$ cat config.mk
export PLATFORM = sky130hd
export DESIGN_NAME = bech32_address_encoder
export DESIGN_NICKNAME = d
export VERILOG_FILES = /design/src/rtl/bae_pkg.sv /design/src/rtl/bae_cfg.sv /design/src/rtl/bae_dp.sv /design/src/rtl/bae_ctrl.sv /design/src/rtl/bech32_address_encoder.sv
export SDC_FILE = /design/constraint.sdc
export NUM_CORES = 1
export LEC_CHECK = 0
export BUFFER_PORTS_ARGS = -buffer_cell sky130_fd_sc_hd__buf_2
export CELL_PAD_IN_SITES_DETAIL_PLACEMENT = 0
export CELL_PAD_IN_SITES_GLOBAL_PLACEMENT = 1
export CORE_MARGIN = 10
export CORE_UTILIZATION = 25
export DETAILED_ROUTE_END_ITERATION = 7
export PLACE_DENSITY_LB_ADDON = 0.12
export SYNTH_ARGS = -nofsm -noshare
export SYNTH_HDL_FRONTEND = slang
export SYNTH_HIERARCHICAL = 1
export SYNTH_SLANG_ARGS = --single-unit
$ cat constraint.sdc
create_clock -name aclk -period 4 [get_ports aclk]
set_input_delay 0.2 -clock aclk [delete_from_list [all_inputs] [get_ports aclk]]
set_output_delay 0.2 -clock aclk [all_outputs]
set_load 0.01 [all_outputs]
$ cat src/rtl/bae_pkg.sv
`timescale 1ns / 1ps

package bae_pkg;

    localparam int SymW      = 5;
    localparam int PolyW     = 30;
    localparam int CharW     = 7;
    localparam int CfgDataW  = 64;
    localparam int CfgAddrW  = 4;
    localparam int LenW      = 4;
    localparam int IdxW      = 4;
    localparam int PrefixMax = 8;
    localparam int ChkSyms   = 6;
    localparam int GenCount  = 5;

    localparam logic [CfgDataW-1:0] PrefixTextReset = 64'd25204;
    localparam logic [LenW-1:0]     PrefixLenReset  = 4'd2;

    localparam logic [PolyW-1:0] GEN [GenCount] = '{
        30'h3b6a57b2, 30'h26508e6d, 30'h1ea119fa, 30'h3d4233dd, 30'h2a1462b3
    };

    localparam logic [CharW-1:0] CHARSET [32] = '{
        7'h71, 7'h70, 7'h7a, 7'h72, 7'h79, 7'h39, 7'h78, 7'h38,
        7'h67, 7'h66, 7'h32, 7'h74, 7'h76, 7'h64, 7'h77, 7'h30,
        7'h73, 7'h33, 7'h6a, 7'h6e, 7'h35, 7'h34, 7'h6b, 7'h68,
        7'h63, 7'h65, 7'h36, 7'h6d, 7'h75, 7'h61, 7'h37, 7'h6c
    };

    localparam logic [CharW-1:0] SEP_CHAR = 7'h31;

    typedef enum logic [1:0] {
        REG_PREFIX_TEXT   = 2'd0,
        REG_PREFIX_LENGTH = 2'd1
    } reg_idx_t;

    typedef enum logic [2:0] {
        ST_WAIT_FIRST,
        ST_PFX_HI,
        ST_PFX_LO,
        ST_PFX_EMIT,
        ST_DATA,
        ST_WAIT_MID,
        ST_ZERO_STEP,
        ST_CHK_EMIT
    } state_t;

    typedef enum logic [2:0] {
        POLY_HOLD,
        POLY_INIT,
        POLY_STEP,
        POLY_XOR_ONE,
        POLY_SHIFT
    } poly_op_t;

    typedef enum logic [1:0] {
        STEP_PFX_HI,
        STEP_ZERO,
        STEP_PFX_LO,
        STEP_DATA
    } step_sel_t;

    typedef enum logic [1:0] {
        CHAR_PFX,
        CHAR_SEP,
        CHAR_DATA,
        CHAR_CHK
    } char_sel_t;

    typedef struct packed {
        logic      load_in;
        poly_op_t  poly_op;
        step_sel_t step_sel;
        logic      idx_clr;
        logic      idx_inc;
        logic      emit;
        char_sel_t char_sel;
        logic      emit_last;
    } ctrl_cmd_t;

    typedef struct packed {
        logic idx_at_plen;
        logic idx_at_last_chk;
        logic idx_at_chk_end;
        logic out_free;
        logic fin;
    } dp_status_t;

    function automatic logic [PolyW-1:0] poly_step(input logic [PolyW-1:0] chk,
                                                   input logic [SymW-1:0]  v);
        logic [PolyW-1:0]    r;
        logic [GenCount-1:0] top;
        top = chk[PolyW-1 -: GenCount];
        r   = {chk[PolyW-GenCount-1:0], v};
        for (int j = 0; j < GenCount; j++) begin
            if (top[j]) begin
                r = r ^ GEN[j];
            end
        end
        return r;
    endfunction

endpackage

$ cat src/rtl/bae_cfg.sv
`timescale 1ns / 1ps

module bae_cfg (
    input  logic                          aclk,
    input  logic                          aresetn,
    input  logic                          psel,
    input  logic                          penable,
    input  logic                          pwrite,
    input  logic [bae_pkg::CfgAddrW-1:0]  paddr,
    input  logic [bae_pkg::CfgDataW-1:0]  pwdata,
    output logic [bae_pkg::CfgDataW-1:0]  prdata,
    output logic                          pready,
    output logic [bae_pkg::CfgDataW-1:0]  prefix_text,
    output logic [bae_pkg::LenW-1:0]      prefix_length
);

    logic [bae_pkg::CfgDataW-1:0] text_reg;
    logic [bae_pkg::LenW-1:0]     len_reg;
    bae_pkg::reg_idx_t            idx;
    logic                         wr_en;

    // registers sit on 8-byte boundaries, low address bits ignored
    assign idx   = paddr[3] ? bae_pkg::REG_PREFIX_LENGTH : bae_pkg::REG_PREFIX_TEXT;
    assign wr_en = psel && penable && pwrite && pready;

    always_ff @(posedge aclk) begin
        if (!aresetn) begin
            text_reg <= bae_pkg::PrefixTextReset;
            len_reg  <= bae_pkg::PrefixLenReset;
        end else if (wr_en) begin
            unique case (idx)
                bae_pkg::REG_PREFIX_TEXT:   text_reg <= pwdata;
                bae_pkg::REG_PREFIX_LENGTH: len_reg  <= pwdata[bae_pkg::LenW-1:0];
                default: ;
            endcase
        end
    end

    always_comb begin
        unique case (idx)
            bae_pkg::REG_PREFIX_LENGTH:
                prdata = {{(bae_pkg::CfgDataW-bae_pkg::LenW){1'b0}}, len_reg};
            default: prdata = text_reg;
        endcase
    end

    assign pready        = 1'b1;
    assign prefix_text   = text_reg;
    assign prefix_length = len_reg;

endmodule

$ cat src/rtl/bae_dp.sv
`timescale 1ns / 1ps

module bae_dp (
    input  logic                          aclk,
    input  logic                          aresetn,
    input  bae_pkg::ctrl_cmd_t            cmd,
    output bae_pkg::dp_status_t           status,
    input  logic [bae_pkg::CfgDataW-1:0]  prefix_text,
    input  logic [bae_pkg::LenW-1:0]      prefix_length,
    input  logic [bae_pkg::SymW-1:0]      in_value,
    input  logic                          in_final,
    output logic                          out_valid,
    input  logic                          out_ready,
    output logic [bae_pkg::CharW-1:0]     out_char,
    output logic                          out_end
);

    logic [bae_pkg::PolyW-1:0] poly_reg, poly_next;
    logic [bae_pkg::SymW-1:0]  sym_reg;
    logic                      fin_reg;
    logic [bae_pkg::IdxW-1:0]  idx_reg, idx_next;
    logic                      ovalid_reg, ovalid_next;
    logic [bae_pkg::CharW-1:0] ochar_reg;
    logic                      oend_reg;

    logic [bae_pkg::LenW-1:0]  plen;
    logic [7:0]                pfx_byte;
    logic [bae_pkg::SymW-1:0]  step_val;
    logic [bae_pkg::CharW-1:0] char_val;

    assign plen = (prefix_length > bae_pkg::LenW'(bae_pkg::PrefixMax))
                  ? bae_pkg::LenW'(bae_pkg::PrefixMax) : prefix_length;

    assign pfx_byte = prefix_text[8*idx_reg[2:0] +: 8];

    always_comb begin
        case (cmd.step_sel)
            bae_pkg::STEP_PFX_HI: step_val = {2'b00, pfx_byte[7:5]};
            bae_pkg::STEP_PFX_LO: step_val = pfx_byte[4:0];
            bae_pkg::STEP_DATA:   step_val = sym_reg;
            default:              step_val = '0;
        endcase
    end

    always_comb begin
        case (cmd.char_sel)
            bae_pkg::CHAR_PFX:  char_val = pfx_byte[6:0];
            bae_pkg::CHAR_SEP:  char_val = bae_pkg::SEP_CHAR;
            bae_pkg::CHAR_DATA: char_val = bae_pkg::CHARSET[sym_reg];
            default:
                char_val = bae_pkg::CHARSET[poly_reg[bae_pkg::PolyW-1 -: bae_pkg::SymW]];
        endcase
    end

    always_comb begin
        case (cmd.poly_op)
            bae_pkg::POLY_INIT:    poly_next = bae_pkg::PolyW'(1);
            bae_pkg::POLY_STEP:    poly_next = bae_pkg::poly_step(poly_reg, step_val);
            bae_pkg::POLY_XOR_ONE: poly_next = poly_reg ^ bae_pkg::PolyW'(1);
            bae_pkg::POLY_SHIFT:   poly_next = {poly_reg[bae_pkg::PolyW-bae_pkg::SymW-1:0],
                                                {bae_pkg::SymW{1'b0}}};
            default:               poly_next = poly_reg;
        endcase
    end

    always_comb begin
        idx_next = idx_reg;
        if (cmd.idx_clr) begin
            idx_next = '0;
        end else if (cmd.idx_inc) begin
            idx_next = idx_reg + 1'b1;
        end
    end

    always_comb begin
        ovalid_next = ovalid_reg && !out_ready;
        if (cmd.emit) begin
            ovalid_next = 1'b1;
        end
    end

    always_ff @(posedge aclk) begin
        if (!aresetn) begin
            ovalid_reg <= 1'b0;
            idx_reg    <= '0;
            poly_reg   <= bae_pkg::PolyW'(1);
        end else begin
            ovalid_reg <= ovalid_next;
            idx_reg    <= idx_next;
            poly_reg   <= poly_next;
        end
    end

    always_ff @(posedge aclk) begin
        if (cmd.load_in) begin
            sym_reg <= in_value;
            fin_reg <= in_final;
        end
        if (cmd.emit) begin
            ochar_reg <= char_val;
            oend_reg  <= cmd.emit_last;
        end
    end

    assign status.idx_at_plen     = (idx_reg == plen);
    assign status.idx_at_last_chk = (idx_reg == bae_pkg::IdxW'(bae_pkg::ChkSyms - 1));
    assign status.idx_at_chk_end  = (idx_reg == bae_pkg::IdxW'(bae_pkg::ChkSyms));
    assign status.out_free        = !ovalid_reg || out_ready;
    assign status.fin             = fin_reg;

    assign out_valid = ovalid_reg;
    assign out_char  = ochar_reg;
    assign out_end   = oend_reg;

endmodule

$ cat src/rtl/bae_ctrl.sv
`timescale 1ns / 1ps

module bae_ctrl (
    input  logic                 aclk,
    input  logic                 aresetn,
    input  logic                 in_valid,
    output logic                 in_ready,
    input  bae_pkg::dp_status_t  status,
    output bae_pkg::ctrl_cmd_t   cmd
);

    bae_pkg::state_t state_reg, state_next;
    logic            accept;

    assign in_ready = (state_reg == bae_pkg::ST_WAIT_FIRST) ||
                      (state_reg == bae_pkg::ST_WAIT_MID);
    assign accept   = in_valid && in_ready;

    always_comb begin
        state_next = state_reg;
        unique case (state_reg)
            bae_pkg::ST_WAIT_FIRST: begin
                if (accept) begin
                    state_next = bae_pkg::ST_PFX_HI;
                end
            end
            bae_pkg::ST_PFX_HI: begin
                if (status.idx_at_plen) begin
                    state_next = bae_pkg::ST_PFX_LO;
                end
            end
            bae_pkg::ST_PFX_LO: begin
                if (status.idx_at_plen) begin
                    state_next = bae_pkg::ST_PFX_EMIT;
                end
            end
            bae_pkg::ST_PFX_EMIT: begin
                if (status.out_free && status.idx_at_plen) begin
                    state_next = bae_pkg::ST_DATA;
                end
            end
            bae_pkg::ST_DATA: begin
                if (status.out_free) begin
                    state_next = status.fin ? bae_pkg::ST_ZERO_STEP : bae_pkg::ST_WAIT_MID;
                end
            end
            bae_pkg::ST_WAIT_MID: begin
                if (accept) begin
                    state_next = bae_pkg::ST_DATA;
                end
            end
            bae_pkg::ST_ZERO_STEP: begin
                if (status.idx_at_chk_end) begin
                    state_next = bae_pkg::ST_CHK_EMIT;
                end
            end
            bae_pkg::ST_CHK_EMIT: begin
                if (status.out_free && status.idx_at_last_chk) begin
                    state_next = bae_pkg::ST_WAIT_FIRST;
                end
            end
            default: state_next = bae_pkg::ST_WAIT_FIRST;
        endcase
    end

    always_comb begin
        cmd           = '0;
        cmd.poly_op   = bae_pkg::POLY_HOLD;
        cmd.step_sel  = bae_pkg::STEP_ZERO;
        cmd.char_sel  = bae_pkg::CHAR_PFX;
        unique case (state_reg)
            bae_pkg::ST_WAIT_FIRST: begin
                if (accept) begin
                    cmd.load_in = 1'b1;
                    cmd.poly_op = bae_pkg::POLY_INIT;
                    cmd.idx_clr = 1'b1;
                end
            end
            bae_pkg::ST_PFX_HI: begin
                cmd.poly_op = bae_pkg::POLY_STEP;
                if (status.idx_at_plen) begin
                    cmd.step_sel = bae_pkg::STEP_ZERO;
                    cmd.idx_clr  = 1'b1;
                end else begin
                    cmd.step_sel = bae_pkg::STEP_PFX_HI;
                    cmd.idx_inc  = 1'b1;
                end
            end
            bae_pkg::ST_PFX_LO: begin
                if (status.idx_at_plen) begin
                    cmd.idx_clr = 1'b1;
                end else begin
                    cmd.poly_op  = bae_pkg::POLY_STEP;
                    cmd.step_sel = bae_pkg::STEP_PFX_LO;
                    cmd.idx_inc  = 1'b1;
                end
            end
            bae_pkg::ST_PFX_EMIT: begin
                if (status.out_free) begin
                    cmd.emit = 1'b1;
                    if (status.idx_at_plen) begin
                        cmd.char_sel = bae_pkg::CHAR_SEP;
                    end else begin
                        cmd.char_sel = bae_pkg::CHAR_PFX;
                        cmd.idx_inc  = 1'b1;
                    end
                end
            end
            bae_pkg::ST_DATA: begin
                if (status.out_free) begin
                    cmd.emit     = 1'b1;
                    cmd.char_sel = bae_pkg::CHAR_DATA;
                    cmd.poly_op  = bae_pkg::POLY_STEP;
                    cmd.step_sel = bae_pkg::STEP_DATA;
                    cmd.idx_clr  = 1'b1;
                end
            end
            bae_pkg::ST_WAIT_MID: begin
                cmd.load_in = accept;
            end
            bae_pkg::ST_ZERO_STEP: begin
                if (status.idx_at_chk_end) begin
                    cmd.poly_op = bae_pkg::POLY_XOR_ONE;
                    cmd.idx_clr = 1'b1;
                end else begin
                    cmd.poly_op  = bae_pkg::POLY_STEP;
                    cmd.step_sel = bae_pkg::STEP_ZERO;
                    cmd.idx_inc  = 1'b1;
                end
            end
            bae_pkg::ST_CHK_EMIT: begin
                if (status.out_free) begin
                    cmd.emit      = 1'b1;
                    cmd.char_sel  = bae_pkg::CHAR_CHK;
                    cmd.emit_last = status.idx_at_last_chk;
                    cmd.idx_inc   = 1'b1;
                    cmd.poly_op   = status.idx_at_last_chk ? bae_pkg::POLY_INIT
                                                           : bae_pkg::POLY_SHIFT;
                end
            end
            default: ;
        endcase
    end

    always_ff @(posedge aclk) begin
        if (!aresetn) begin
            state_reg <= bae_pkg::ST_WAIT_FIRST;
        end else begin
            state_reg <= state_next;
        end
    end

endmodule

$ cat src/rtl/bech32_address_encoder.sv
`timescale 1ns / 1ps

// bech32 string encoder: takes 5-bit data symbols, one string per run closed by tlast,
// and streams out the prefix, the '1' separator, one charset character per symbol and
// the six checksum characters (tlast on the last one). the polymod unit does one step
// per cycle and the controller handles one item at a time: the first symbol of a
// string also folds the prefix (prefix length capped at 8) and sends it, and the
// last symbol adds six zero steps and six checksum characters. every character waits on
// m_axis_tready. prefix text sits at byte address 0 and prefix length at 8; write them
// between strings
module bech32_address_encoder (
    input  logic                          aclk,
    input  logic                          aresetn,
    input  logic                          psel,
    input  logic                          penable,
    input  logic                          pwrite,
    input  logic [bae_pkg::CfgAddrW-1:0]  paddr,
    input  logic [bae_pkg::CfgDataW-1:0]  pwdata,
    output logic [bae_pkg::CfgDataW-1:0]  prdata,
    output logic                          pready,
    input  logic                          s_axis_tvalid,
    output logic                          s_axis_tready,
    input  logic [7:0]                    s_axis_tdata,  // [4:0] data_value
    input  logic                          s_axis_tlast,
    output logic                          m_axis_tvalid,
    input  logic                          m_axis_tready,
    output logic [7:0]                    m_axis_tdata,  // [6:0] out_char
    output logic                          m_axis_tlast
);

    logic [bae_pkg::CfgDataW-1:0] prefix_text;
    logic [bae_pkg::LenW-1:0]     prefix_length;
    bae_pkg::ctrl_cmd_t           cmd;
    bae_pkg::dp_status_t          status;
    logic [bae_pkg::CharW-1:0]    out_char;

    bae_cfg u_cfg (
        .aclk          (aclk),
        .aresetn       (aresetn),
        .psel          (psel),
        .penable       (penable),
        .pwrite        (pwrite),
        .paddr         (paddr),
        .pwdata        (pwdata),
        .prdata        (prdata),
        .pready        (pready),
        .prefix_text   (prefix_text),
        .prefix_length (prefix_length)
    );

    bae_ctrl u_ctrl (
        .aclk     (aclk),
        .aresetn  (aresetn),
        .in_valid (s_axis_tvalid),
        .in_ready (s_axis_tready),
        .status   (status),
        .cmd      (cmd)
    );

    bae_dp u_dp (
        .aclk          (aclk),
        .aresetn       (aresetn),
        .cmd           (cmd),
        .status        (status),
        .prefix_text   (prefix_text),
        .prefix_length (prefix_length),
        .in_value      (s_axis_tdata[bae_pkg::SymW-1:0]),
        .in_final      (s_axis_tlast),
        .out_valid     (m_axis_tvalid),
        .out_ready     (m_axis_tready),
        .out_char      (out_char),
        .out_end       (m_axis_tlast)
    );

    assign m_axis_tdata = {1'b0, out_char};

endmodule

Word level (Yosys, flattened, before mapping)
Memory sizes are Yosys's and may differ from the RTL's.
Index checks and enable logic that the tools add are counted.

cells by class
  $add $sub $neg = 1
  equality and inequality tests = 27
  bitwise operators = 10
  multiplexer cells = 51
  magnitude comparators = 3
  shifts and indexed selects = 1
  reduce and logical (&&, ||, !) cells = 23

operator list
  cell                                                              number
  30-bit 2-to-1 mux                                                 8
  30-bit one-hot mux with 4 select lines                            1
  64-bit 2-to-1 mux                                                 1
  64-bit by 7-bit indexed part select with 8-bit output             1
  3-bit 2-to-1 mux                                                  11
  29-bit 2-to-1 mux                                                 1
  7-bit 2-to-1 mux                                                  4
  3-bit one-hot mux with 8 select lines                             1
  7-bit one-hot mux with 3 select lines                             1
  18-bit inverter                                                   1
  3-bit one-hot mux with 6 select lines                             1
  17-bit inverter                                                   1
  4-bit 2-to-1 mux                                                  4
  16-bit inverter                                                   1
  3-bit == test (second input constant)                             5
  5-bit one-hot mux with 3 select lines                             1
  2-bit by 1-bit != test with 1-bit output (second input constant)  7
  14-bit inverter                                                   1
  13-bit inverter                                                   1
  3-bit by 2-bit == test with 1-bit output (second input constant)  4
  6-bit greater-or-equal comparator (second input constant)         2
  5-bit inverter with 6-bit output                                  2
  5-bit 2-to-1 mux                                                  2
  1-bit 2-to-1 mux                                                  9
  other kinds (24)                                                  45

word-level totals
  ROM bits = 448
  memories kept = 2
  flip-flop bits (word level) = 120

memory list
  name              words  bits a word  read ports  clocked after memory_dff  write ports  RTL line      RTL
  (name not given)  32     7            1           0                         0            bae_dp.sv:49  bae_pkg::CHAR_DATA: char_val = bae_pkg::CHARSET[sym_reg];
  (name not given)  32     7            1           0                         0            bae_dp.sv:51  char_val = bae_pkg::CHARSET[poly_reg[bae_pkg::PolyW-1 -: bae_pkg::SymW]];

Logic depth before layout (Yosys ltp)
  depth after elaboration = 22
  mapped depth = 16

Modules after synthesis
The synthesis kept the hierarchy.

by module, submodules not included
  module                  seq. area each (µm²)  instances  area an instance (µm²)  cells each
  bae_dp                  1,121.1               1          4,057.6                 488
  bae_cfg                 1,361.3               1          3,205.6                 367
  bae_ctrl                60.1                  1          465.4                   67
  bech32_address_encoder  0.0                   1          11.3                    2

Worst setup path before layout
Ideal clock, no wire load.

  kind = reg2reg
  start = register u_dp/idx_reg[1] (netlist name)
  end = register u_dp/poly_reg[16] (netlist name)
  period minus slack after synthesis = 3.359 ns
  arrival time = 3.289 ns
  slack = 0.641 ns
  cell stages (with the launch flop) = 16
  data required time = 3.930 ns
  path through = dfxtp_1 -> buf_2 -> xor2_1 -> or4_1 -> nor2_1 -> a31oi_1 -> o22ai_1 -> or3b_1 -> a21oi_2 -> a21oi_1 -> o21ai_1 -> clkbuf_1 -> a21oi_2 -> clkbuf_1 -> o221ai_1 -> a21oi_1

RTL lines
  item                      RTL line      RTL
  start: declaration        bae_dp.sv:21  logic [bae_pkg::IdxW-1:0] idx_reg, idx_next;
  start signal: assignment  bae_dp.sv:89  idx_reg <= idx_next;
  end signal: assignment    bae_dp.sv:86  poly_reg <= bae_pkg::PolyW'(1);
  end signal: assignment    bae_dp.sv:90  poly_reg <= poly_next;
  end: declaration          bae_dp.sv:18  logic [bae_pkg::PolyW-1:0] poly_reg, poly_next;

==> summary.md <==
| Metric | Value |
|---|---|
| Status | `finished, final reports clean` |
| # H-tree levels | `4` |
| Avg Cell Area, Syn | `about 8.4 um2` |
| Hold slack | `0.0119 ns` |
| Clock slew at reported path FFs | `0.07 ns` |
| R2r startpoint | `u_dp/idx_reg[1]$_SDFFE_PP0P_` |
| Fin. Hold Viols | `0` |
| Number of flops mapped to enable cells by yosys | `14` |
| Die Y | `approximately 200 um` |
| Warnings, synthesis | `6` |
| Max reg flops | `64` |
| I/O Buffers | `around 150` |
| Main flop type after synthesis | `dfxtp_1` |
| Syn nets | `1015` |
| Setup-failing EPs final | `0` |
| Wire per inst | `approximately 19 um` |
| Yosys reg bits | `120` |
| Max Slew Vio Count | `0` |
| VDD IR max | `265 uV` |
| Non-Filler Cell Area, Final | `9600 um2` |
| Total grt overflow | `0` |
| Crit start category | `flop` |
| IO Count | `160` |
| Worst Reg-to-Reg Cells | `14` |
| Global-route wire length before repair | `43500 um` |
| Root buf cell | `clkbuf_16` |
| Proportion of layout cells with a drive suffix above 1 | `22.1%` |
| Residual DRC | `0` |
| Clock Skew | `between 0.02 and 0.025 ns` |
| Sw Ratio | `around a third` |
| Crit path DAT | `3.68 ns` |
| Area Growth Syn to Fin | `24.0%` |
| FFs w/ async S/R, synth | `0%` |
| Critical Path Sink | `u_dp/poly_reg[17]$_SDFFE_PN0P_` |
| Total Routed Length | `~28000 um` |
| CTS Sinks | `120` |
| GPL Wtd Cong | `0.761` |
| HP Class | `input pin to flop` |
| Clk network pwr share | `39.1%` |
| Setup TNS | `0 ns` |
| Comb pwr share | `26.1%` |
| Layout Utilization | `31.4%` |
| Worst slew margin relative to its limit | `45.6%` |
| Worst-Skew Late Latency | `0.44 ns` |
| Initial Util | `25.3%` |
| Dpl hpwl | `around 20000 um` |
| Crit-path max FO | `18` |
| Post-DP Area | `8770 um2` |
| Pwr Density | `between 400 and 500 nW/um2` |
| Core area | `30600 um2` |
| DRT iter0 DRCs | `433` |
| Vias per cell | `4.77` |
| Sequential power share | `34.8%` |
| CTS tree | `built` |
| Die area | `38400 um2` |
| Area of the mapped netlist | `around 7700 um2` |
| WP data required | `4.37 ns` |
| Worst path cell trace | `buf_4, nor2_1, a31oi_1, o22ai_1, or3b_1, a21oi_2, a21oi_1, o21ai_1, buf_4, nand2b_1, nor2_1, nor2_1, o2bb2ai_1, and2_1` |
| Largest net degree at the start of global routing | `114` |
| Switching power | `about 1.4 mW` |
| Tmin final | `3.31 ns` |
| F_max | `302 MHz` |
| Gate Count Post-Synth | `924` |
| Slowest cell on crit path | `nor2_1` |
| Reg2Reg Capture Point | `u_dp/poly_reg[17]$_SDFFE_PN0P_` |
| Leakage power | `3.78 nW` |
| CP startpoint | `u_dp/idx_reg[1]$_SDFFE_PP0P_` |
| Most frequent CP cell | `nor2_1` |
| Die X | `196 um` |
| Filler instances | `3304` |
| CTS Buffer Depth | `2` |
| Number of global-route vias before repair | `between 7000 and 8000` |
| Overall routing resource usage | `14.3%` |
| Worst Setup End Kind | `flop` |
| Num rows | `64` |
| RSZ-0062 raised after global routing | `false` |
| CTS Buf Count | `17` |
| Initial antenna violation count | `4` |
| Max incr delay on CP | `0.46 ns` |
| R2R Setup Slk | `0.69 ns` |
| Pint | `2.65 mW` |
| Via count | `roughly 7000` |
| Worst-Margin Slew | `0.816 ns` |
| Seq/Total Area, Yosys | `between 30% and 40%` |
| Synth unique cells | `79` |
| Final Cycle Share | `82.7%` |
| Max-cap violation count | `0` |
| DRT Pass-1 Iters | `5` |
| CP Class | `flop to flop` |
| Post-route ant nets | `0` |
| Nets | `approximately 1200` |
==> synth_stat cells (4+ instances only) <==
master,n,area (um2)
a211oi_1,10,75.1
xnor2_1,16,140
buf_4,9,67.6
mux2i_1,93,931
and2_1,7,43.8
buf_2,17,85.1
o221ai_1,19,166
a31oi_1,9,56.3
and3_1,5,31.3
dfxtp_1,106,2120
a211o_1,4,35.0
a22oi_1,8,60.1
o22ai_1,6,37.5
buf_1,9,33.8
ha_1,7,87.6
inv_1,11,41.3
inv_2,6,22.5
o21ai_0,27,135
edfxtp_1,14,420
clkbuf_1,34,128
xor2_1,8,70.1
nor3b_1,4,30.0
nor2b_1,105,657
nand3_1,15,75.1
buf_6,8,90.1
nor3_1,10,50.1
nor2_1,46,173
mux4_2,8,180
nand2b_1,9,56.3
a21oi_1,49,245
mux2_2,5,56.3
nand2_1,155,582
o21ai_1,9,45.0
==> worst min path at each step <==
| stage | start | endpoint | slack, ns | cells past startpoint |
|---|---|---|---|---|
| detailed placement | s_axis_tlast | u_dp/fin_reg$_DFFE_PP_ | 0.38 | 1 |
| CTS | pwdata[50] | u_cfg/prefix_text[50]$_SDFFE_PN0P_ | 0.00009 | 3 |
| global placement | s_axis_tlast | u_dp/fin_reg$_DFFE_PP_ | 0.38 | 1 |
| finish | pwdata[33] | u_cfg/prefix_text[33]$_SDFFE_PN0P_ | 0.01 | 3 |
| global route | pwdata[17] | u_cfg/prefix_text[17]$_SDFFE_PN0P_ | 0.009 | 3 |
| floorplan | s_axis_tlast | u_dp/fin_reg$_DFFE_PP_ | 0.30 | 0 |
==> metrics by stage <==
stage	total power [mW]	std cells	setup slack, ns
after floorplan	2.18	924	0.641
after global placement	2.51	1414	0.647
after detailed placement	2.50	1414	0.678
after CTS	4.15	1470	0.647
after global routing	4.31	1470	0.320
final	4.08	1471	0.693
==> metal layers <==
| metal | part of all wire [%] | routed length (um) | track usage (%) |
|---|---|---|---|
| met5 | 0.17 | 46 | 0 |
| met2 | 45 | 12500 | 21.9 |
| met4 | 1.0 | 292 | 3.22 |
| met3 | 6.7 | 1880 | 4.89 |
| met1 | 47 | 13200 | 18.8 |
==> power groups by stage <==
stage               registers (mW)  clock network [mW]  logic [mW]
floorplan                     1.38                   0       0.805
global placement              1.45                   0        1.06
detailed placement            1.45                   0        1.05
CTS                           1.42                1.65        1.08
global route                  1.44                1.69        1.18
finish                        1.42                1.60        1.07
==> logic make-up (layout without fill, tap and decap cells) <==
family                     count (synthesis)  after routing  share of synthesized area [%]
and+or+nand+nor                          374            374                           23.7
AOI/OAI and AO/OA                        188            188                           16.5
DFF                                      120            120                           32.8
muxes                                    107            107                           15.2
buffers and inverters                     95            245                           6.09
xor gates and xnor gates                  30             30                           4.22
adders and majority gates                  8              8                           1.26
other                                      2              3                         0.0970
==> what timing repair did <==
action                    4_1_cts  5_1_grt
resized for setup               0        0
hold buffers                   24        0
hold endpoints to repair       24        0
buffers inserted                0        0
==> worst max-delay path, delay by kind of cell (launching register included) <==
kind | cells | cell delay (ns)
simple gates | 6 | 1.55
compound gates | 6 | 0.84
buf+inv | 2 | 0.47
flops | 1 | 0.35
==> final cells by class <==
class                   count  area [um2]  area share (%)
clock inverters            14         148            1.54
diodes                      1        2.50          0.0261
clock buffers              18         439            4.57
flip-flops and latches    120        2540            26.5
well taps                 396         495            5.16
multi-input cells         709        4730            49.3
repair buffers            195        1170            12.2
inverters                  18        67.6           0.704
==> placed cells by master, fill, tap and decap left out, types with 4 or more instances in the layout <==
cell type	instances
and3_1	5
a211oi_1	10
buf_2	150
nor3_1	10
and2_1	7
inv_2	6
o22ai_1	6
dlygate4sd3_1	24
o221ai_1	19
buf_4	19
xor2_1	8
o21ai_0	27
dfxtp_1	105
clkbuf_16	17
a21oi_1	49
edfxtp_1	14
a31oi_1	9
inv_1	11
nor3b_1	4
o21ai_1	9
a211o_1	4
ha_1	7
mux2i_1	93
a22oi_1	8
nand2b_1	9
inv_6	10
xnor2_1	16
nand3_1	15
mux4_2	8
mux2_2	5
nand2_1	155
nor2_1	46
nor2b_1	105
No activity file was read; power rests on OpenSTA's default activity.
